## src/rtl/swg_pkg.sv

```systemverilog
// swg_pkg: widths, register map, codes and shared types of the swipe gesture classifier
// no dependencies; compiled before every other file of the block

package swg_pkg;

	// ratio format: signed, RATIO_FRAC_BITS fractional bits
	localparam int RATIO_FRAC_BITS = 15;
	localparam int COUNT_W         = 8;
	localparam int RATIO_W         = RATIO_FRAC_BITS + 1;
	localparam int DELTA_W         = RATIO_W + 1;
	localparam int SWIPE_TH_W      = 16;
	localparam int CMP_W           = (DELTA_W > SWIPE_TH_W) ? DELTA_W : SWIPE_TH_W;
	localparam int DEN_W           = COUNT_W + 1;
	localparam int SUM_W           = COUNT_W + 2;
	localparam int DIV_CNT_W       = $clog2(RATIO_FRAC_BITS);

	// register widths and reset values
	localparam int NEAR_TH_W  = 8;
	localparam int TURNS_W    = 2;
	localparam int STRENGTH_W = 10;
	localparam logic [NEAR_TH_W-1:0]  NEAR_TH_RST   = NEAR_TH_W'(50);
	localparam logic [TURNS_W-1:0]    TURNS_RST     = TURNS_W'(0);
	localparam logic [SWIPE_TH_W-1:0] SWIPE_TH_RST  = SWIPE_TH_W'(4260);
	localparam logic [STRENGTH_W-1:0] STRENGTH_RST  = STRENGTH_W'(40);

	// far limit = threshold*3/5 as (threshold*3)*205 >> 10, exact below 1024
	localparam int FAR_X3_W   = NEAR_TH_W + 2;
	localparam int FAR_MUL    = 205;
	localparam int FAR_SHIFT  = 10;
	localparam int FAR_PROD_W = FAR_X3_W + 8;

	// apb register map
	localparam int APB_ADDR_W = 4;
	localparam int APB_DATA_W = 32;
	localparam int REG_IDX_W  = 2;
	localparam logic [REG_IDX_W-1:0] REG_NEAR_LEVEL      = 2'd0;
	localparam logic [REG_IDX_W-1:0] REG_QUARTER_TURNS   = 2'd1;
	localparam logic [REG_IDX_W-1:0] REG_SWIPE_THRESHOLD = 2'd2;
	localparam logic [REG_IDX_W-1:0] REG_MIN_STRENGTH    = 2'd3;

	// action codes
	localparam logic [1:0] ACT_PROX    = 2'd0;
	localparam logic [1:0] ACT_DATASET = 2'd1;
	localparam logic [1:0] ACT_IDLE    = 2'd2;

	// swipe codes
	localparam logic [1:0] SW_UP    = 2'd0;
	localparam logic [1:0] SW_DOWN  = 2'd1;
	localparam logic [1:0] SW_LEFT  = 2'd2;
	localparam logic [1:0] SW_RIGHT = 2'd3;
	localparam logic [1:0] PROX_SWIPE = SW_UP;

	// event kinds
	localparam logic KIND_PROX    = 1'b0;
	localparam logic KIND_GESTURE = 1'b1;

	typedef logic signed [RATIO_W-1:0] ratio_t;

	typedef struct packed {
		logic [1:0]         action;
		logic [COUNT_W-1:0] proximity;
		logic [COUNT_W-1:0] up_count;
		logic [COUNT_W-1:0] down_count;
		logic [COUNT_W-1:0] left_count;
		logic [COUNT_W-1:0] right_count;
	} swg_item_t;

	typedef struct packed {
		logic       event_kind;
		logic       is_near;
		logic [1:0] swipe;
	} swg_result_t;

	typedef struct packed {
		logic [NEAR_TH_W-1:0]  near_level;
		logic [TURNS_W-1:0]    quarter_turns;
		logic [SWIPE_TH_W-1:0] swipe_threshold;
		logic [STRENGTH_W-1:0] min_strength;
	} swg_cfg_t;

	typedef struct packed {
		logic load;
		logic div_start;
		logic sel_h;
		logic save_v;
		logic commit;
		logic prox_apply;
		logic end_apply;
	} swg_cmd_t;

	typedef struct packed {
		logic [1:0] action;
		logic       faint;
		logic       prox_change;
		logic       run_active;
		logic       swipe_hit;
		logic       slot_free;
		logic       div_done;
	} swg_status_t;

	// one clockwise quarter turn per step: up->right->down->left->up
	function automatic logic [1:0] swg_rotate(input logic [1:0] g, input logic [TURNS_W-1:0] turns);
		logic [1:0] r;
		r = g;
		for (int k = 0; k < 3; k++) begin
			if (k < int'(turns)) begin
				case (r)
					SW_UP:    r = SW_RIGHT;
					SW_DOWN:  r = SW_LEFT;
					SW_LEFT:  r = SW_UP;
					SW_RIGHT: r = SW_DOWN;
					default:  r = SW_UP;
				endcase
			end
		end
		return r;
	endfunction

endpackage

```

## src/rtl/swg_item_if.sv

```systemverilog
// swg_item_if: valid/ready channel carrying one input word of the classifier
// depends on swg_pkg

interface swg_item_if;
	import swg_pkg::*;

	logic               valid;
	logic               ready;
	logic [1:0]         action;
	logic [COUNT_W-1:0] proximity;
	logic [COUNT_W-1:0] up_count;
	logic [COUNT_W-1:0] down_count;
	logic [COUNT_W-1:0] left_count;
	logic [COUNT_W-1:0] right_count;

	modport source (
		output valid, action, proximity, up_count, down_count, left_count, right_count,
		input  ready
	);

	modport sink (
		input  valid, action, proximity, up_count, down_count, left_count, right_count,
		output ready
	);
endinterface

```

## src/rtl/swg_result_if.sv

```systemverilog
// swg_result_if: valid/ready channel carrying one result word of the classifier
// no dependencies

interface swg_result_if;
	logic       valid;
	logic       ready;
	logic       event_kind;
	logic       is_near;
	logic [1:0] swipe;

	modport source (
		output valid, event_kind, is_near, swipe,
		input  ready
	);

	modport sink (
		input  valid, event_kind, is_near, swipe,
		output ready
	);
endinterface

```

## src/rtl/swg_div.sv

```systemverilog
// swg_div: bit-serial restoring divider for one balance ratio (a-b)*2^F/(a+b+1)
// one quotient bit per cycle, truncated toward zero; depends on swg_pkg

module swg_div (
	input  logic                        clk,
	input  logic                        arst_n,
	input  logic                        start,
	input  logic [swg_pkg::COUNT_W-1:0] a,
	input  logic [swg_pkg::COUNT_W-1:0] b,
	output logic                        done,
	output swg_pkg::ratio_t             quot
);
	import swg_pkg::*;

	logic                       busy_q;
	logic                       done_q;
	logic [DIV_CNT_W-1:0]       cnt_q;
	logic [DEN_W-1:0]           rem_q;
	logic [DEN_W-1:0]           den_q;
	logic [RATIO_FRAC_BITS-1:0] quo_q;
	logic                       neg_q;

	logic [DEN_W:0]             trial;
	logic [DEN_W:0]             diff;
	logic                       fits;
	logic [COUNT_W-1:0]         mag_ab;
	logic [RATIO_W-1:0]         quo_ext;

	assign trial   = {rem_q, 1'b0};
	assign diff    = trial - {1'b0, den_q};
	assign fits    = trial >= {1'b0, den_q};
	assign mag_ab  = (a >= b) ? (a - b) : (b - a);
	assign quo_ext = {1'b0, quo_q};

	always_ff @(posedge clk or negedge arst_n) begin
		if (!arst_n) begin
			busy_q <= 1'b0;
			done_q <= 1'b0;
			cnt_q  <= '0;
		end else if (start) begin
			busy_q <= 1'b1;
			done_q <= 1'b0;
			cnt_q  <= '0;
		end else if (busy_q) begin
			cnt_q <= cnt_q + 1'b1;
			if (cnt_q == DIV_CNT_W'(RATIO_FRAC_BITS - 1)) begin
				busy_q <= 1'b0;
				done_q <= 1'b1;
			end
		end else begin
			done_q <= 1'b0;
		end
	end

	always_ff @(posedge clk) begin
		if (start) begin
			rem_q <= DEN_W'(mag_ab);
			den_q <= DEN_W'(a) + DEN_W'(b) + DEN_W'(1);
			neg_q <= a < b;
			quo_q <= '0;
		end else if (busy_q) begin
			rem_q <= fits ? diff[DEN_W-1:0] : trial[DEN_W-1:0];
			quo_q <= {quo_q[RATIO_FRAC_BITS-2:0], fits};
		end
	end

	assign done = done_q;
	assign quot = neg_q ? ratio_t'(-quo_ext) : ratio_t'(quo_ext);
endmodule

```

## src/rtl/swg_datapath.sv

```systemverilog
// swg_datapath: word register, hysteresis, run state, ratio divider and result register
// driven by swg_ctrl commands; depends on swg_pkg and swg_div

module swg_datapath (
	input  logic                 clk,
	input  logic                 arst_n,
	input  swg_pkg::swg_cfg_t    cfg,
	input  swg_pkg::swg_item_t   item_in,
	input  swg_pkg::swg_cmd_t    cmd,
	input  logic                 res_ready,
	output logic                 res_valid,
	output swg_pkg::swg_result_t res,
	output swg_pkg::swg_status_t status
);
	import swg_pkg::*;

	swg_item_t   item_q;
	logic        near_q;
	logic        run_q;
	logic        first_seen_q;
	ratio_t      first_v_q;
	ratio_t      first_h_q;
	ratio_t      last_v_q;
	ratio_t      last_h_q;
	ratio_t      v_q;
	logic        res_valid_q;
	swg_result_t res_q;

	logic [SUM_W-1:0]      sum;
	logic [FAR_X3_W-1:0]   th_x3;
	logic [FAR_PROD_W-1:0] far_prod;
	logic [NEAR_TH_W-1:0]  far_limit;
	logic                  prox_change;

	logic signed [DELTA_W-1:0] dv;
	logic signed [DELTA_W-1:0] dh;
	logic [CMP_W-1:0]          mv;
	logic [CMP_W-1:0]          mh;
	logic [CMP_W-1:0]          th;
	logic                      hit;
	logic [1:0]                gest;
	logic [1:0]                gest_rot;

	logic [COUNT_W-1:0] div_a;
	logic [COUNT_W-1:0] div_b;
	logic               div_done;
	ratio_t             div_quot;
	logic               push;

	// far limit and hysteresis
	assign th_x3       = {1'b0, cfg.near_level, 1'b0} + FAR_X3_W'(cfg.near_level);
	assign far_prod    = FAR_PROD_W'(th_x3) * FAR_PROD_W'(FAR_MUL);
	assign far_limit   = far_prod[FAR_SHIFT +: NEAR_TH_W];
	assign prox_change = (!near_q && item_q.proximity >= cfg.near_level) ||
	                     (near_q && item_q.proximity < far_limit);

	assign sum = SUM_W'(item_q.up_count) + SUM_W'(item_q.down_count) +
	             SUM_W'(item_q.left_count) + SUM_W'(item_q.right_count);

	// end of run classification
	assign dv       = DELTA_W'(last_v_q) - DELTA_W'(first_v_q);
	assign dh       = DELTA_W'(last_h_q) - DELTA_W'(first_h_q);
	assign mv       = CMP_W'(dv[DELTA_W-1] ? -dv : dv);
	assign mh       = CMP_W'(dh[DELTA_W-1] ? -dh : dh);
	assign th       = CMP_W'(cfg.swipe_threshold);
	assign hit      = (mv > th) || (mh > th);
	assign gest     = (mv > mh) ? ((!dv[DELTA_W-1] && dv != '0) ? SW_UP : SW_DOWN)
	                            : ((!dh[DELTA_W-1] && dh != '0) ? SW_LEFT : SW_RIGHT);
	assign gest_rot = swg_rotate(gest, cfg.quarter_turns);

	assign div_a = cmd.sel_h ? item_q.left_count  : item_q.up_count;
	assign div_b = cmd.sel_h ? item_q.right_count : item_q.down_count;

	swg_div u_div (
		.clk    (clk),
		.arst_n (arst_n),
		.start  (cmd.div_start),
		.a      (div_a),
		.b      (div_b),
		.done   (div_done),
		.quot   (div_quot)
	);

	assign push = cmd.prox_apply || (cmd.end_apply && hit);

	always_ff @(posedge clk) begin
		if (cmd.load) begin
			item_q <= item_in;
		end
		if (cmd.save_v) begin
			v_q <= div_quot;
		end
		// only a word that raises a result may touch the output register
		if (cmd.prox_apply) begin
			res_q <= '{event_kind: KIND_PROX, is_near: !near_q, swipe: PROX_SWIPE};
		end else if (push) begin
			res_q <= '{event_kind: KIND_GESTURE, is_near: near_q, swipe: gest_rot};
		end
	end

	always_ff @(posedge clk or negedge arst_n) begin
		if (!arst_n) begin
			near_q       <= 1'b0;
			run_q        <= 1'b0;
			first_seen_q <= 1'b0;
			first_v_q    <= '0;
			first_h_q    <= '0;
			last_v_q     <= '0;
			last_h_q     <= '0;
			res_valid_q  <= 1'b0;
		end else begin
			if (cmd.prox_apply) begin
				near_q <= !near_q;
			end
			if (cmd.commit) begin
				if (!first_seen_q) begin
					first_v_q <= v_q;
					first_h_q <= div_quot;
				end
				first_seen_q <= 1'b1;
				last_v_q     <= v_q;
				last_h_q     <= div_quot;
				run_q        <= 1'b1;
			end else if (cmd.end_apply) begin
				run_q        <= 1'b0;
				first_seen_q <= 1'b0;
			end
			if (push) begin
				res_valid_q <= 1'b1;
			end else if (res_ready) begin
				res_valid_q <= 1'b0;
			end
		end
	end

	assign res_valid = res_valid_q;
	assign res       = res_q;

	assign status.action      = item_q.action;
	assign status.faint       = sum < SUM_W'(cfg.min_strength);
	assign status.prox_change = prox_change;
	assign status.run_active  = run_q;
	assign status.swipe_hit   = hit;
	assign status.slot_free   = !res_valid_q || res_ready;
	assign status.div_done    = div_done;
endmodule

```

## src/rtl/swg_ctrl.sv

```systemverilog
// swg_ctrl: sequencer of the classifier, one word at a time
// issues swg_cmd_t to swg_datapath from swg_status_t; depends on swg_pkg

module swg_ctrl (
	input  logic                 clk,
	input  logic                 arst_n,
	input  logic                 item_valid,
	output logic                 item_ready,
	input  swg_pkg::swg_status_t status,
	output swg_pkg::swg_cmd_t    cmd
);
	import swg_pkg::*;

	localparam logic [1:0] S_IDLE  = 2'd0;
	localparam logic [1:0] S_EXEC  = 2'd1;
	localparam logic [1:0] S_DIV_V = 2'd2;
	localparam logic [1:0] S_DIV_H = 2'd3;

	logic [1:0] state_q;
	logic [1:0] state_d;

	always_comb begin
		state_d    = state_q;
		cmd        = '0;
		item_ready = 1'b0;
		case (state_q)
			S_IDLE: begin
				item_ready = 1'b1;
				if (item_valid) begin
					cmd.load = 1'b1;
					state_d  = S_EXEC;
				end
			end
			S_EXEC: begin
				case (status.action)
					ACT_PROX: begin
						if (!status.prox_change) begin
							state_d = S_IDLE;
						end else if (status.slot_free) begin
							cmd.prox_apply = 1'b1;
							state_d        = S_IDLE;
						end
					end
					ACT_DATASET: begin
						if (status.faint) begin
							state_d = S_IDLE;
						end else begin
							cmd.div_start = 1'b1;
							state_d       = S_DIV_V;
						end
					end
					ACT_IDLE: begin
						if (!status.run_active) begin
							state_d = S_IDLE;
						end else if (!status.swipe_hit || status.slot_free) begin
							cmd.end_apply = 1'b1;
							state_d       = S_IDLE;
						end
					end
					default: begin
						state_d = S_IDLE;
					end
				endcase
			end
			S_DIV_V: begin
				if (status.div_done) begin
					cmd.save_v    = 1'b1;
					cmd.div_start = 1'b1;
					cmd.sel_h     = 1'b1;
					state_d       = S_DIV_H;
				end
			end
			S_DIV_H: begin
				cmd.sel_h = 1'b1;
				if (status.div_done) begin
					cmd.commit = 1'b1;
					state_d    = S_IDLE;
				end
			end
			default: begin
				state_d = S_IDLE;
			end
		endcase
	end

	always_ff @(posedge clk or negedge arst_n) begin
		if (!arst_n) begin
			state_q <= S_IDLE;
		end else begin
			state_q <= state_d;
		end
	end
endmodule

```

## src/rtl/swipe_gesture_classifier_core.sv

```systemverilog
// swipe_gesture_classifier_core: top level with apb register file, sequencer and datapath
// depends on swg_pkg, swg_item_if, swg_result_if, swg_ctrl, swg_datapath

// Classifies words from a four-photodiode proximity and gesture sensor. A proximity
// word (action 0) runs a near/far flag with hysteresis and reports each change; a
// gesture dataset (action 1) whose count sum reaches min_strength yields two signed
// balance ratios, of which the first and the last of the run are kept; an idle word
// (action 2) ends the run and reports a swipe if a ratio delta beats swipe_threshold,
// rotated clockwise by quarter_turns. Words are taken one at a time. A strong
// dataset goes through the one bit-serial divider, which works out the vertical and
// then the horizontal ratio, one quotient bit per cycle, in Q1.15 at the default.
// Results sit in an output register, so the next word is taken while one waits; a
// word that would raise a second result holds in execute until the first has been
// taken. Registers are to be written over apb only while the block is idle; the
// block itself does not enforce this. Reads return the current values, pready is
// tied high.

module swipe_gesture_classifier_core (
	input  logic                           clk,
	input  logic                           arst_n,
	swg_item_if.sink                       item,
	swg_result_if.source                   result,
	input  logic                           psel,
	input  logic                           penable,
	input  logic                           pwrite,
	input  logic [swg_pkg::APB_ADDR_W-1:0] paddr,
	input  logic [swg_pkg::APB_DATA_W-1:0] pwdata,
	output logic [swg_pkg::APB_DATA_W-1:0] prdata,
	output logic                           pready
);
	import swg_pkg::*;

	// configuration registers
	logic [NEAR_TH_W-1:0]  near_level_q;
	logic [TURNS_W-1:0]    quarter_turns_q;
	logic [SWIPE_TH_W-1:0] swipe_threshold_q;
	logic [STRENGTH_W-1:0] min_strength_q;

	logic                 cfg_wr;
	logic [REG_IDX_W-1:0] reg_idx;

	swg_cfg_t    cfg;
	swg_item_t   item_word;
	swg_cmd_t    cmd;
	swg_status_t status;
	swg_result_t res;
	logic        res_valid;
	logic        item_ready;

	// apb: write at the access phase, word-aligned register index
	assign pready  = 1'b1;
	assign cfg_wr  = psel && penable && pwrite && pready;
	assign reg_idx = paddr[2 +: REG_IDX_W];

	always_ff @(posedge clk or negedge arst_n) begin
		if (!arst_n) begin
			near_level_q      <= NEAR_TH_RST;
			quarter_turns_q   <= TURNS_RST;
			swipe_threshold_q <= SWIPE_TH_RST;
			min_strength_q    <= STRENGTH_RST;
		end else if (cfg_wr) begin
			case (reg_idx)
				REG_NEAR_LEVEL:      near_level_q      <= pwdata[NEAR_TH_W-1:0];
				REG_QUARTER_TURNS:   quarter_turns_q   <= pwdata[TURNS_W-1:0];
				REG_SWIPE_THRESHOLD: swipe_threshold_q <= pwdata[SWIPE_TH_W-1:0];
				REG_MIN_STRENGTH:    min_strength_q    <= pwdata[STRENGTH_W-1:0];
				default: begin
				end
			endcase
		end
	end

	// read back, zero-extended
	always_comb begin
		case (reg_idx)
			REG_NEAR_LEVEL:      prdata = APB_DATA_W'(near_level_q);
			REG_QUARTER_TURNS:   prdata = APB_DATA_W'(quarter_turns_q);
			REG_SWIPE_THRESHOLD: prdata = APB_DATA_W'(swipe_threshold_q);
			REG_MIN_STRENGTH:    prdata = APB_DATA_W'(min_strength_q);
			default:             prdata = '0;
		endcase
	end

	assign cfg.near_level      = near_level_q;
	assign cfg.quarter_turns   = quarter_turns_q;
	assign cfg.swipe_threshold = swipe_threshold_q;
	assign cfg.min_strength    = min_strength_q;

	// input word into the datapath word register
	assign item_word.action      = item.action;
	assign item_word.proximity   = item.proximity;
	assign item_word.up_count    = item.up_count;
	assign item_word.down_count  = item.down_count;
	assign item_word.left_count  = item.left_count;
	assign item_word.right_count = item.right_count;
	assign item.ready            = item_ready;

	swg_ctrl u_ctrl (
		.clk        (clk),
		.arst_n     (arst_n),
		.item_valid (item.valid),
		.item_ready (item_ready),
		.status     (status),
		.cmd        (cmd)
	);

	swg_datapath u_datapath (
		.clk       (clk),
		.arst_n    (arst_n),
		.cfg       (cfg),
		.item_in   (item_word),
		.cmd       (cmd),
		.res_ready (result.ready),
		.res_valid (res_valid),
		.res       (res),
		.status    (status)
	);

	// result word straight from the output register
	assign result.valid      = res_valid;
	assign result.event_kind = res.event_kind;
	assign result.is_near    = res.is_near;
	assign result.swipe      = res.swipe;
endmodule
```

## src/flat_wrapper.sv

```systemverilog
// flat-port wrapper written by rule: the top's interface ports become plain ports
module swipe_gesture_classifier_core_flat import swg_pkg::*;
  (clk, arst_n, psel, penable, pwrite, paddr, pwdata, prdata, pready, item_valid, item_action, item_proximity, item_up_count, item_down_count, item_left_count, item_right_count, item_ready, result_valid, result_event_kind, result_is_near, result_swipe, result_ready);
  swg_item_if item_i ();
  swg_result_if result_i ();
  input  logic clk;
  input  logic arst_n;
  input  logic psel;
  input  logic penable;
  input  logic pwrite;
  input  logic [swg_pkg::APB_ADDR_W-1:0] paddr;
  input  logic [swg_pkg::APB_DATA_W-1:0] pwdata;
  output logic [swg_pkg::APB_DATA_W-1:0] prdata;
  output logic pready;
  input wire logic [$bits(item_i.valid)-1:0] item_valid;
  input wire logic [$bits(item_i.action)-1:0] item_action;
  input wire logic [$bits(item_i.proximity)-1:0] item_proximity;
  input wire logic [$bits(item_i.up_count)-1:0] item_up_count;
  input wire logic [$bits(item_i.down_count)-1:0] item_down_count;
  input wire logic [$bits(item_i.left_count)-1:0] item_left_count;
  input wire logic [$bits(item_i.right_count)-1:0] item_right_count;
  output wire logic [$bits(item_i.ready)-1:0] item_ready;
  output wire logic [$bits(result_i.valid)-1:0] result_valid;
  output wire logic [$bits(result_i.event_kind)-1:0] result_event_kind;
  output wire logic [$bits(result_i.is_near)-1:0] result_is_near;
  output wire logic [$bits(result_i.swipe)-1:0] result_swipe;
  input wire logic [$bits(result_i.ready)-1:0] result_ready;
  assign item_i.valid = item_valid;
  assign item_i.action = item_action;
  assign item_i.proximity = item_proximity;
  assign item_i.up_count = item_up_count;
  assign item_i.down_count = item_down_count;
  assign item_i.left_count = item_left_count;
  assign item_i.right_count = item_right_count;
  assign item_ready = item_i.ready;
  assign result_valid = result_i.valid;
  assign result_event_kind = result_i.event_kind;
  assign result_is_near = result_i.is_near;
  assign result_swipe = result_i.swipe;
  assign result_i.ready = result_ready;
  swipe_gesture_classifier_core u_core (.clk(clk), .arst_n(arst_n), .item(item_i), .result(result_i), .psel(psel), .penable(penable), .pwrite(pwrite), .paddr(paddr), .pwdata(pwdata), .prdata(prdata), .pready(pready));
endmodule
```

## config.mk

```make
export PLATFORM = sky130hd
export DESIGN_NAME = swipe_gesture_classifier_core_flat
export DESIGN_NICKNAME = d
export VERILOG_FILES = /design/src/rtl/swg_pkg.sv /design/src/rtl/swg_item_if.sv /design/src/rtl/swg_result_if.sv /design/src/rtl/swg_div.sv /design/src/rtl/swg_datapath.sv /design/src/rtl/swg_ctrl.sv /design/src/rtl/swipe_gesture_classifier_core.sv /design/src/flat_wrapper.sv
export SDC_FILE = /design/constraint.sdc
export NUM_CORES = 1
export LEC_CHECK = 0
export BUFFER_PORTS_ARGS = -buffer_cell sky130_fd_sc_hd__buf_4
export CAP_MARGIN = 20
export CORE_MARGIN = 2
export CORE_UTILIZATION = 35
export CTS_CLUSTER_SIZE = 40
export DETAILED_ROUTE_END_ITERATION = 16
export PLACE_DENSITY_LB_ADDON = 0.12
export SYNTH_ARGS = -nofsm -noshare
export SYNTH_HDL_FRONTEND = slang
export SYNTH_SLANG_ARGS = --single-unit
```

## constraint.sdc

```tcl
create_clock -name clk -period 13.4 [get_ports clk]
set_input_delay 2.68 -clock clk [delete_from_list [all_inputs] [get_ports clk]]
set_output_delay 2.68 -clock clk [all_outputs]
set_load 0.05 [all_outputs]
```

## After elaboration in Yosys (flattened, before gate mapping)

Cells that the tools add are included.

| storage, ports and cells | value |
|---|---|
| input port bits | 85 |
| output and inout port bits | 39 |
| register bits | 207 |
| word-level logic and storage cells | 179 |

| operators by class | value |
|---|---|
| reduce and logical (&&, ||, !) cells | 35 |
| add/subtract/negate cells | 15 |
| multiply operators | 1 |
| multiplexer cells | 61 |
| bitwise logic cells | 1 |
| $lt $le $gt $ge | 12 |
| eq/ne operators | 24 |

Operator list:

| kind | count |
|---|---|
| $pmux W32 S4 | 1 |
| $mux W8 | 5 |
| $gt A17 B16 Y1 | 2 |
| $mux W17 | 2 |
| $neg A17 Y17 | 2 |
| $reduce_bool A17 Y1 | 2 |
| $sub A16 B16 Y17 | 2 |
| $pmux W2 S4 | 4 |
| $mux W1 | 26 |
| $mux W2 | 13 |
| $eq A2 B2 Y1 const B | 11 |
| $add A9 B8 Y10 | 2 |
| $add A8 B8 Y9 | 2 |
| $mul A10 B8 Y18 const B | 1 |
| $gt A17 B17 Y1 | 1 |
| $ge A8 B8 Y1 | 2 |
| $lt A8 B8 Y1 | 2 |
| $mux W16 | 1 |
| $neg A15 Y16 | 1 |
| $sub A8 B8 Y8 | 2 |
| $eq A2 B1 Y1 const B | 6 |
| $logic_not A2 Y1 | 6 |
| $add A10 B8 Y10 | 1 |
| $ge A10 B9 Y1 | 1 |
| 22 further kinds | 51 |

## Depth between registers and ports, before layout

Gate-level depths: netlist of run 1.

| logic depth | value |
|---|---|
| depth after elaboration | 16 |
| gate-level depth with buffers | 38 |
| depth with buffers taken out | 37 |

## Modules after synthesis

Synthesis of run 1 repeated with hierarchy kept, for this count alone.

| second synthesis, totals | value |
|---|---|
| cells, all modules | 1,672 |
| area, all modules | 16,689.8 sq um |

By module, submodules not included:

| module | area an instance (sq um) | seq. area each (sq um) | times used | cells an instance |
|---|---|---|---|---|
| swg_datapath | 11,293.3 | 3,508.4 | 1 | 1,139 |
| swg_div | 3,298.2 | 1,011.0 | 1 | 371 |
| swipe_gesture_classifier_core | 1,825.5 | 912.1 | 1 | 134 |
| swg_ctrl | 272.8 | 50.0 | 1 | 28 |

## Least setup slack after synthesis of run 1

No wires, ideal clock.

| timing path | value |
|---|---|
| path type | flip-flop to flip-flop |
| start | reg u_core.near_level_q[1] |
| end | reg u_core.u_datapath.res_q, in the netlist u_core.u_datapath.res[0] |
| data arrival time | 7,275 ps |
| clock period less this slack | 7,398 ps |
| stages on the path, launching flop included | 35 |
| required time | 13,277 ps |
| slack | 6,002 ps |
| buffers on the path | 1 |
| library setup time | 123 ps |
| cells stage by stage | dfstp_2 ha_1 inv_1 fa_1 inv_1 a21oi_1 o21bai_1 a21o_1 a21o_1 xnor2_1 and2_1 nor2_1 inv_1 fa_1 inv_1 fa_1 inv_1 fa_1 inv_1 ha_1 a21oi_1 o21ai_0 a21oi_1 o21bai_1 a21oi_1 o21ai_0 o21a_1 or2_2 ha_1 a2111oi_0 a31oi_1 or2_2 clkbuf_1 and2_1 mux2_1 |

| between the ends | value |
|---|---|
| longest elaborated chain between the ends | 9 |
| elaborated cells between the ends (all ways) | 11 |
| those cells by class | add/sub: 1; mul: 1; order compare: 2; mux: 3; reduce/logical: 4 |

RTL lines:

| what | line | text |
|---|---|---|
| from (decl) | swipe_gesture_classifier_core.sv:34 | `logic [NEAR_TH_W-1:0] near_level_q;` |
| from (signal assigned) | swipe_gesture_classifier_core.sv:63 | `REG_NEAR_LEVEL: near_level_q <= pwdata[NEAR_TH_W-1:0];` |
| $add A9 B8 Y10 | swg_datapath.sv:51 | `assign th_x3 = {1'b0, cfg.near_level, 1'b0} + FAR_X3_W'(cfg.near_level);` |
| $mul A10 B8 Y18 | swg_datapath.sv:52 | `assign far_prod = FAR_PROD_W'(th_x3) * FAR_PROD_W'(FAR_MUL);` |
| $lt A8 B8 Y1 | swg_datapath.sv:55 | `(near_q && item_q.proximity < far_limit);` |
| $logic_and A1 B1 Y1 | swg_datapath.sv:55 |  |
| $logic_or A1 B1 Y1 (*) | swg_datapath.sv:54 | `assign prox_change = (!near_q && item_q.proximity >= cfg.near_level) \|\|` |
| $mux W1 (*) | swg_ctrl.sv:37 | `if (!status.prox_change) begin` |
| $mux W1 (*) | swg_ctrl.sv:35 | `case (status.action)` |
| $mux W2 (*) | swg_ctrl.sv:26 | `case (state_q)` |
| $logic_or A1 B1 Y1 | swg_datapath.sv:84 | `assign push = cmd.prox_apply \|\| (cmd.end_apply && hit);` |
| to (signal assigned) | swg_datapath.sv:95 | `res_q <= '{event_kind: KIND_PROX, is_near: !near_q, swipe: PROX_SWIPE};` |
| to (signal assigned) | swg_datapath.sv:97 | `res_q <= '{event_kind: KIND_GESTURE, is_near: near_q, swipe: gest_rot};` |
| to (decl) | swg_datapath.sv:27 | `swg_result_t res_q;` |

Every way passes the cells marked *; elsewhere a longest branch is shown, timed or not.
A chain may end at the register's enable or synchronous reset.

## Worst setup path after layout of run 1

| timing path | value |
|---|---|
| start | reg u_core.near_level_q[0] |
| end | reg u_core.u_datapath.res_q, in the netlist u_core.u_datapath.res[0] |

The elaborated chain is that of the path after synthesis.

==> results of run 1 <==
sequential cells by signal, summed over array words and instances, names as in the netlist, 2 cells and up, named ones only:
register,cells
u_core.u_datapath.last_h_q,16
u_core.near_level_q,8
u_core.u_datapath.first_h_q,16
u_core.u_datapath.res,4
u_core.min_strength_q,10
u_core.u_datapath.v_q,16
u_core.u_datapath.status,2
u_core.quarter_turns_q,2
u_core.u_datapath.item_q,40
u_core.u_datapath.u_div.cnt_q,4
u_core.u_datapath.u_div.rem_q,9
u_core.swipe_threshold_q,16
u_core.u_datapath.u_div.den_q,9
u_core.u_datapath.first_v_q,16
u_core.u_datapath.u_div.quo_q,15
u_core.u_datapath.last_v_q,16
area by class of cell:
cell class	instances	area (um2)	area share, %
flip-flops and latches	207	5480	29.7
well taps	607	759	4.11
multi-input cells	1241	9970	54.0
clock buffers	36	729	3.95
repair buffers	95	713	3.86
clock inverters	13	62.6	0.338
inverters	204	766	4.14
cells in the mapped netlist (5+ instances only):
cell,n,area [um2]
sky130_fd_sc_hd__a211oi_1,7,52.6
sky130_fd_sc_hd__o21ai_0,115,576
sky130_fd_sc_hd__nor3_1,18,90.1
sky130_fd_sc_hd__o22ai_1,7,43.8
sky130_fd_sc_hd__nor3b_1,5,37.5
sky130_fd_sc_hd__nor2_1,84,315
sky130_fd_sc_hd__xnor2_1,65,569
sky130_fd_sc_hd__mux2i_1,42,420
sky130_fd_sc_hd__dfrtp_1,102,2550
sky130_fd_sc_hd__buf_4,18,135
sky130_fd_sc_hd__dfstp_2,9,236
sky130_fd_sc_hd__edfxtp_1,77,2310
sky130_fd_sc_hd__buf_2,11,55.1
sky130_fd_sc_hd__inv_1,204,766
sky130_fd_sc_hd__a21oi_1,76,380
sky130_fd_sc_hd__dfxtp_1,19,380
sky130_fd_sc_hd__nor2b_1,22,138
sky130_fd_sc_hd__nand2_1,133,499
sky130_fd_sc_hd__and2_1,22,138
sky130_fd_sc_hd__clkbuf_1,35,131
sky130_fd_sc_hd__ha_1,215,2690
sky130_fd_sc_hd__nor4_1,5,31.3
sky130_fd_sc_hd__nand4_1,17,106
sky130_fd_sc_hd__nand3_1,18,90.1
sky130_fd_sc_hd__o31ai_1,9,67.6
sky130_fd_sc_hd__or3_1,7,43.8
sky130_fd_sc_hd__and3_1,13,81.3
sky130_fd_sc_hd__xor2_1,42,368
sky130_fd_sc_hd__a21o_1,50,375
sky130_fd_sc_hd__o21bai_1,14,105
sky130_fd_sc_hd__a31oi_1,13,81.3
sky130_fd_sc_hd__o211ai_1,9,67.6
sky130_fd_sc_hd__mux2_2,57,642
sky130_fd_sc_hd__o21a_1,12,90.1
sky130_fd_sc_hd__fa_1,40,801
sky130_fd_sc_hd__nand2b_1,24,150
sky130_fd_sc_hd__a21oi_2,5,43.8
cell usage in the layout, fill, tap and decap left out, types with 14 or more instances in the layout:
cell type,Yosys,routed
sky130_fd_sc_hd__a21o_1,50,50
sky130_fd_sc_hd__a21oi_1,76,76
sky130_fd_sc_hd__and2_1,22,21
sky130_fd_sc_hd__buf_4,18,95
sky130_fd_sc_hd__clkbuf_16,0,27
sky130_fd_sc_hd__conb_1,2,17
sky130_fd_sc_hd__dfrtp_1,102,102
sky130_fd_sc_hd__dfxtp_1,19,19
sky130_fd_sc_hd__edfxtp_1,77,77
sky130_fd_sc_hd__fa_1,40,40
sky130_fd_sc_hd__ha_1,215,215
sky130_fd_sc_hd__inv_1,204,204
sky130_fd_sc_hd__mux2_2,57,57
sky130_fd_sc_hd__mux2i_1,42,42
sky130_fd_sc_hd__nand2_1,133,133
sky130_fd_sc_hd__nand2b_1,24,24
sky130_fd_sc_hd__nand3_1,18,18
sky130_fd_sc_hd__nand4_1,17,17
sky130_fd_sc_hd__nor2_1,84,84
sky130_fd_sc_hd__nor2b_1,22,22
sky130_fd_sc_hd__nor3_1,18,18
sky130_fd_sc_hd__o21ai_0,115,115
sky130_fd_sc_hd__o21bai_1,14,14
sky130_fd_sc_hd__xnor2_1,65,65
sky130_fd_sc_hd__xor2_1,42,42
where the power goes:
group | internal, uW | switching [uW]
clock network | 379 | 277
registers | 686 | 23.1
logic | 1160 | 1450
cell families (layout without fill, tap and decap cells):
kind of cell | after synthesis | after routing
AND/OR/NAND/NOR | 390 | 390
AO/OA/AOI/OAI | 370 | 370
buffers and inverters | 273 | 348
adder cells (fa/ha/maj) | 255 | 255
flip-flops | 207 | 207
XOR/XNOR | 107 | 107
multiplexers | 102 | 102
other | 2 | 17
routing by layer:
layer | GRT usage, % | vias up | share of wire (%)
li1 | - | 6049 | -
met2 | 26.6 | 158 | 47
met1 | 21.0 | 5632 | 48
met4 | 3.98 | 0 | 2.1
met3 | 1.93 | 49 | 3.3
met5 | 0 | - | 0
path summary, 6_finish.rpt:
path,startpoint,end,cells after the start
max in group asynchronous,arst_n,u_core.u_datapath.first_v_q[10]$_DFFE_PN0P_,2
hold reg to reg,u_core.u_datapath.res[1]$_SDFFE_PP0P_,u_core.u_datapath.res[1]$_SDFFE_PP0P_,2
hold / removal,u_core.u_datapath.res[1]$_SDFFE_PP0P_,u_core.u_datapath.res[1]$_SDFFE_PP0P_,2
setup / recovery,u_core.near_level_q[0]$_DFFE_PN0P_,u_core.u_datapath.res[0]$_SDFFE_PP0P_,33
min in group asynchronous,arst_n,u_core.swipe_threshold_q[13]$_DFFE_PN0P_,1
setup reg to reg,u_core.near_level_q[0]$_DFFE_PN0P_,u_core.u_datapath.res[0]$_SDFFE_PP0P_,33
worst min-delay path, cell delays in order, from the launching register on:
cell                      delay, ps
sky130_fd_sc_hd__dfxtp_1        310
sky130_fd_sc_hd__nand2_1         50
sky130_fd_sc_hd__mux2i_1         50
per-stage QoR:
stage | utilization, % | cell area, um2 | worst slack (ps) | total power (uW)
CTS | 39.7 | 18500 | 5000 | 4090
floorplan | - | 16600 | 6000 | 2730
finish | 39.7 | 18500 | 5120 | 3970
global placement | 38.0 | 17700 | 5170 | 3300
global route | 39.7 | 18500 | 4430 | 4540
detailed placement | 38.0 | 17700 | 5040 | 3370
==> results.md, run 1 <==
Synthesis:
- Counting flops and latches in the post-synthesis netlist gives 207.
- The post-synthesis sequential area ratio is 33.2%.
- Summing the areas of all fa, ha and maj instances in the mapped netlist gives a little over a fifth of the synthesized area.
- The fraction of synthesized cell area in xor and xnor cells is approximately 5.7%.
- The number of synthesized flops with an enable pin is between 70 and 80.
- During synthesis, Yosys emitted a total of 0 warnings.
- After Yosys synthesis, and, or, nand and nor cells account for 11.8% of the synthesized area.
- The mapped netlist covers around 0.017 mm2.
- For this run, the leading register cell type out of synthesis is sky130_fd_sc_hd__dfrtp_1.
- The fraction of synthesized area in multiplexers is 6.77%.
- After synthesis, the largest family of logic cells by area is adder cells.
- Synthesis instantiated 86 different standard cells from the library.
- A synthesized cell averages 9.68 um2.
- Summing the areas of all compound-gate instances in the mapped netlist gives roughly 15% of the synthesized area.
- The fraction of synthesis flops using an asynchronous set or reset pin is between 50 and 60%.
- Synthesis handed over a netlist of roughly 1700 instances.

Placed design:
- The cell count after placement is 2353.
- The port buffer count is 88.
- The congestion estimate from routability-driven global placement came to around 0.84.
- The placed wire-length estimate after detailed placement is 30400 um.

Clock network:
- In this run, post-CTS hold repair placed 0 buffers.
- The post-cts sizing count is 0.
- Clock-pin slew was measured on the worst setup and hold paths at 60 ps.
- The number of H-tree levels is 1.
- TritonCTS built the clock tree.
- The buffer depth of the longest clock path is 3.
- In this run, CTS created clock tree buffers numbering 27.
- The number of sinks handled by clock tree synthesis is 207.
- The cell at the root of the clock tree is sky130_fd_sc_hd__clkbuf_16.
- After clock tree synthesis, the setup repair step added 0 buffers.
- The later-pin clock latency in the skew report is 560 ps.

Floorplanning:
- The area inside the core boundary is between 0.04 and 0.05 mm2.
- The total number of placement rows is a little under 80.
- For this configuration, the core starts out at a cell density of 35.5%.
- The die is 221 um tall.
- The boundary pin count is ~120.
- The die extent in x is 221 um.
- The die covers about 0.049 mm2.

Detailed routing:
- The first TritonRoute pass finished after 5 iterations.
- After detailed routing, the number of vias per cell comes to 4.95.
- The detailed-route wire length is 38000 um.
- Detailed routing inserted a total of 11900 vias.
- The violation count after the first detailed-route iteration is 517.
- Once detail routing completed, the nets flagged for antenna violations numbered 0.
- The average wire per cell in the routed design is ~16 um.
- The detailed-route DRC error count is 0.

Global route:
- The first global-routing pass estimated 62600 um of wire.
- The maximum number of pins on one net before global-route repair is 63.
- For this run, the total global-route usage over all layers was measured as 15.6%.
- The number of global-route vias before repair is 12000.
- The number of antenna violations at the first check in global routing is 0.
- For this run the aggregate overflow at the end of global routing stands at 0.

Worst setup path:
- The startpoint class of the critical path is a flop.
- In this run the worst path has a maximum fanout of 8.
- STA classifies the critical path endpoint as a flop.
- The largest individual stage delay along the critical path comes from the cell sky130_fd_sc_hd__dfrtp_1.
- The kind of critical path is flop to flop.
- By instance count, the cell type seen most on the critical path is sky130_fd_sc_hd__inv_1.
- The kind of cell with the highest combined delay along the critical path is compound AO/OA/AOI/OAI gates.
- The reg-to-reg setup timing slack is 5120 ps.
- The endpoint required time on the critical path is 13830 ps.
- The largest stage delay on the critical path is 560 ps.
- The critical path contains buffers and inverters numbering 6 combined.
- For the worst setup path, the data arrival time is 8710 ps.

Flow run:
- The number of max-cap violations is 0.

STA:
- The final worst hold slack is 463 ps.
- The worst slew slack as a fraction of its limit is 28.1%.
- Of the available clock period, the critical path in the final layout requires 61.8%.
- For the pin with the worst max-slew slack, the measured transition is 1080 ps.
- Setup repair after global routing left no endpoint under its margin.
- The accumulated negative setup slack is 0 ps.
- The final-report hold violation count was 0.
- The count of endpoints failing setup in the final report is 0.
- Static timing analysis puts the maximum clock frequency at 0.121 GHz.
- The clock arrives with 33.5 ps of skew.
- The clock period minus worst slack is 8280 ps.
- The final max-slew violation count is 0.

Layout:
- Relative to the synthesized area, the layout overhead comes to 11.9%.
- The final layout net count is 2116.
- Of the cells placed in the final design, the portion with a size suffix greater than 1 is 12.9%.
- The non-filler instance count after layout is 2403.
- The layout has 4618 filler cells.
- The number of antenna diodes in the final layout is 0.

Pwr:
- The worst-case IR drop observed on VDD is 593 uV.
- The leakage dissipation is a little under 0.009 uW.
- In this run the power density over the cells is 215 mW/mm2.

Outcome:
- The flow ran to the end, and the final reports show no timing, DRC or antenna violations.

Worst hold path:
- The path class of the lowest-slack min-delay path is flop to flop.
(Power assumes the default switching activity.)
==> inputs of run 2 (changes only) <==
==> constraint.sdc (replaced) <==
create_clock -name clk -period 6.8 [get_ports clk]
set_input_delay 1.36 -clock clk [delete_from_list [all_inputs] [get_ports clk]]
set_output_delay 1.36 -clock clk [all_outputs]
set_load 0.05 [all_outputs]
==> run 2 against run 1 <==
Effect of this change:
- the flow now finishes with violations (setup timing)
- hold slack improved by 15 ps
- clock skew barely moved
- sequential cell count did not move
- clock power rose by 110%
- highest routed layer unchanged
- global-route usage increased by 0.18 points
- register-to-register slack got worse by 5200 ps
- fmax increased by 21%
- sequential share of layout area is 0.89 points lower
==> results.md, run 2 (synthesis gave the netlist of run 1 again) <==
Global route:
- The remaining global-route overflow is 0.
- Across every metal layer, demand over resource in global routing totals 15.8%.
- The number of global-route vias before repair was 12100.
- The number of antenna violations at the first check in global routing is 0.
- The maximum number of pins on one net before global-route repair is 69.
- The first-pass GRT wire length is ~64000 um.

STA:
- Subtracting the final worst setup slack from the clock period gives 6870 ps.
- In the post-route analysis, the smallest setup slack over all paths is -68.0 ps.
- Clock skew on the completed layout was measured at 33.9 ps.
- The count of endpoints failing setup in the final report is 3.
- Setup repair after global routing could not meet its margin everywhere.
- The final worst-path cycle share is 101%.
- The final max-slew violation count was 0.
- For the pin with the worst max-slew slack, the measured transition is just over 1000 ps.
- In this run the tightest slew margin relative to its limit is approximately a third.
- Derived from the worst setup path, the maximum achievable clock frequency is between 0.1 and 0.15 GHz.
- The final-report hold violation count was 0.

Worst setup path:
- The largest stage delay on the critical path is 570 ps.
- The critical path data arrival time is 7320 ps.
- In this run the critical register-to-register path is captured at u_core.u_datapath.res[0]$_SDFFE_PP0P_.
- The startpoint class of the critical path is a flop.
- In this run the critical register-to-register path is launched from u_core.near_level_q[1]$_DFFE_PN1P_.
- For the worst flop-to-flop path, the logic depth is 37.
- The slowest cell on the critical path is sky130_fd_sc_hd__dfstp_2.
- The launch point of the critical path is u_core.near_level_q[1]$_DFFE_PN1P_.
- The most common cell type on the critical path is sky130_fd_sc_hd__inv_2.
- STA classifies the critical path endpoint as a flop.
- The critical-path maximum fanout is 4.
- By startpoint and endpoint, the worst setup path is classified as flop to flop.
- Data on the critical path is required at its endpoint by 7250 ps.
- The reg-to-reg setup timing slack is -70 ps.
- The capture point of the worst path is u_core.u_datapath.res[0]$_SDFFE_PP0P_.

Pwr:
- The share of power burned in registers is 14.0%.
- The areal power density over the cells is 524 mW/mm2.
- Cell internal power was estimated by the tool at 5790 uW.
- The combinational cell fraction of total power is 72.0%.
- The clock share of power is 14.1%.
- The leakage dissipation is 0.00904 uW.
- In this run the power spent charging and discharging nets is 4200 uW.
- After layout, the design draws a total of about 10000 uW.
- The largest vdd supply drop is 2550 uV.
- Net switching is 42.1% of the power.

Detailed routing:
- The detailed-route DRC error count is 0.
- Wires add up to 38400 um.
- The number of detailed-routing iterations run before antenna repair is 6.
- In the final routed layout, each cell accounts on average for 15.8 um.
- In the routed layout, each cell is associated on average with a via count of 4.89.
- The violation count after the first detailed-route iteration is 530.
- The met1 layer wirelength in the final routing is 18600 um.
- Summed over all nets, wire length on met2 after detailed routing comes to 18100 um.
- The uppermost signal routing layer after detailed routing is met4.
- Wire segments on met3 add up to 1100 um in the final route.
- The final route contains between 10000 and 15000 vias.
- The number of nets with antenna violations after detailed routing is 0.

Floorplanning:
- The die extent in x is 221 um.
- The total number of placement rows is 79.
- Once the floorplan was initialized, standard cells occupied 35.5% of the core.
- The die area is 0.0489 mm2.
- The core region is 0.0466 mm2.
- about 120 I/O pins were placed.
- In this run the vertical extent of the chip is between 200 and 250 um.

Layout:
- The area growth from synthesis to layout is 15.4%.
- The number of flip-flops under the largest register name is 40.
- For this run, the share of the core covered by cells in the final layout is 40.9%.
- The final layout net count is 2151.
- In the layout the commonest cells are sky130_fd_sc_hd__ha_1, sky130_fd_sc_hd__inv_1, sky130_fd_sc_hd__nand2_1, sky130_fd_sc_hd__buf_4, sky130_fd_sc_hd__o21ai_0.
- Counting flops per register, the top entry is u_core.u_datapath.item_q.
- Of the cells placed in the final design, the portion with a size suffix greater than 1 is 16.4%.
- The antenna diode count is 0.
- The library cell used most frequently in the layout, excluding fill and tap cells, is sky130_fd_sc_hd__ha_1.

Clock network:
- In this run, CTS created clock tree buffers numbering 26.
- Clock-pin slew was measured on the worst setup and hold paths at 60 ps.
- The later-pin clock latency in the skew report is 560 ps.
- The longest clock path from root to sink contains 3 buffers.
- The count of hold-fix buffers inserted at cts is 0.
- Counting every sink on the clock net gives 207.
- TritonCTS built the clock tree.
- The number of H-tree levels is 1.
- The root buffer cell chosen for the clock tree is sky130_fd_sc_hd__clkbuf_16.

Placed design:
- The congestion estimate from routability-driven global placement came to 0.809.
- The port buffer count is 88.
- Once detailed placement completed, the half-perimeter wirelength came to ~31000 um.

Outcome:
- The checks that failed: setup timing.
- The flow ran to the end, but the final reports show violations.

Flow run:
- The number of max-cap violations is 0.

Worst hold path:
- The path class of the tightest hold or removal check is flop to flop.
-- run 2: changes by cell type in the layout (fill, tap and decap cells not counted), moves of 4 or more --
cell,previous run,this run
sky130_fd_sc_hd__buf_4,95,127
sky130_fd_sc_hd__a21oi_1,76,70
sky130_fd_sc_hd__inv_1,204,198
sky130_fd_sc_hd__inv_2,0,6
sky130_fd_sc_hd__a21oi_2,5,10
sky130_fd_sc_hd__clkinv_2,7,2
sky130_fd_sc_hd__ha_1,215,210
sky130_fd_sc_hd__ha_4,0,5
sky130_fd_sc_hd__bufinv_16,0,4
-- run 2: worst max-delay path, delay by kind of cell, from the launching register on --
kind / cells / cell delay, ps
mux: 1 / 250
xor+xnor: 2 / 290
simple gates: 8 / 1070
buf+inv: 6 / 280
fa+ha+maj: 7 / 2500
compound gates: 13 / 1780
flops: 1 / 570
-- run 2: how the worst min path moves through the flow --
stage	slack, ps	start	endpoint	cells past startpoint
6_report	480	u_core.u_datapath.first_h_q[10]$_DFFE_PN0P_	u_core.u_datapath.first_h_q[10]$_DFFE_PN0P_	2
5_1_grt	500	u_core.u_datapath.first_h_q[10]$_DFFE_PN0P_	u_core.u_datapath.first_h_q[10]$_DFFE_PN0P_	2
4_1_cts	480	u_core.u_datapath.first_h_q[3]$_DFFE_PN0P_	u_core.u_datapath.first_h_q[3]$_DFFE_PN0P_	2
3_5_place_dp	470	u_core.u_datapath.u_div.rem_q[8]$_SDFFE_PP0P_	u_core.u_datapath.u_div.rem_q[8]$_SDFFE_PP0P_	2
3_3_place_gp	460	u_core.u_datapath.u_div.rem_q[8]$_SDFFE_PP0P_	u_core.u_datapath.u_div.rem_q[8]$_SDFFE_PP0P_	2
2_1_floorplan	450	u_core.u_datapath.u_div.rem_q[8]$_SDFFE_PP0P_	u_core.u_datapath.u_div.rem_q[8]$_SDFFE_PP0P_	2
-- run 2: timing repair --
action / in CTS / in global routing
setup buffers: 6 / 3
pin swaps: 23 / 27
setup endpoints to repair: 6 / 9
gates resized for setup: 7 / 10
-- run 2: per-stage QoR --
step	cell area (um2)	hold WS (ps)	setup TNS (ps)	setup WS [ps]	std cells
after CTS	18900	483	-154	-54.3	2432
after global routing	19100	496	-2350	-398	2437
after global placement	18000	463	-135	-135	2380
after floorplan	16700	446	0	17.4	1721
after detailed placement	18000	470	-245	-186	2380
final	19100	477	-105	-68.0	2437
-- run 2: area by class of cell --
cell class	count	area (um2)
tap	607	759
sequential	207	5480
clock buffer	33	677
timing repair buffer	131	1020
multi-input combinational	1241	10200
clock inverter	14	176
inverter	204	766
fill	4529	27500
-- run 2: metal layers --
| metal | global-route usage [%] | up-vias |
|---|---|---|
| li1 | - | 6124 |
| met4 | 3.40 | 0 |
| met5 | 0 | - |
| met3 | 1.67 | 35 |
| met1 | 21.5 | 5616 |
| met2 | 27.0 | 150 |
-- run 2: power groups by stage --
stage / combinational [uW] / clock (uW) / sequential [uW]
2_1_floorplan: 4830 / 0 / 1400
3_3_place_gp: 6650 / 0 / 1420
3_5_place_dp: 6770 / 0 / 1420
4_1_cts: 7060 / 1450 / 1400
5_1_grt: 8310 / 1500 / 1400
6_report: 7190 / 1400 / 1390
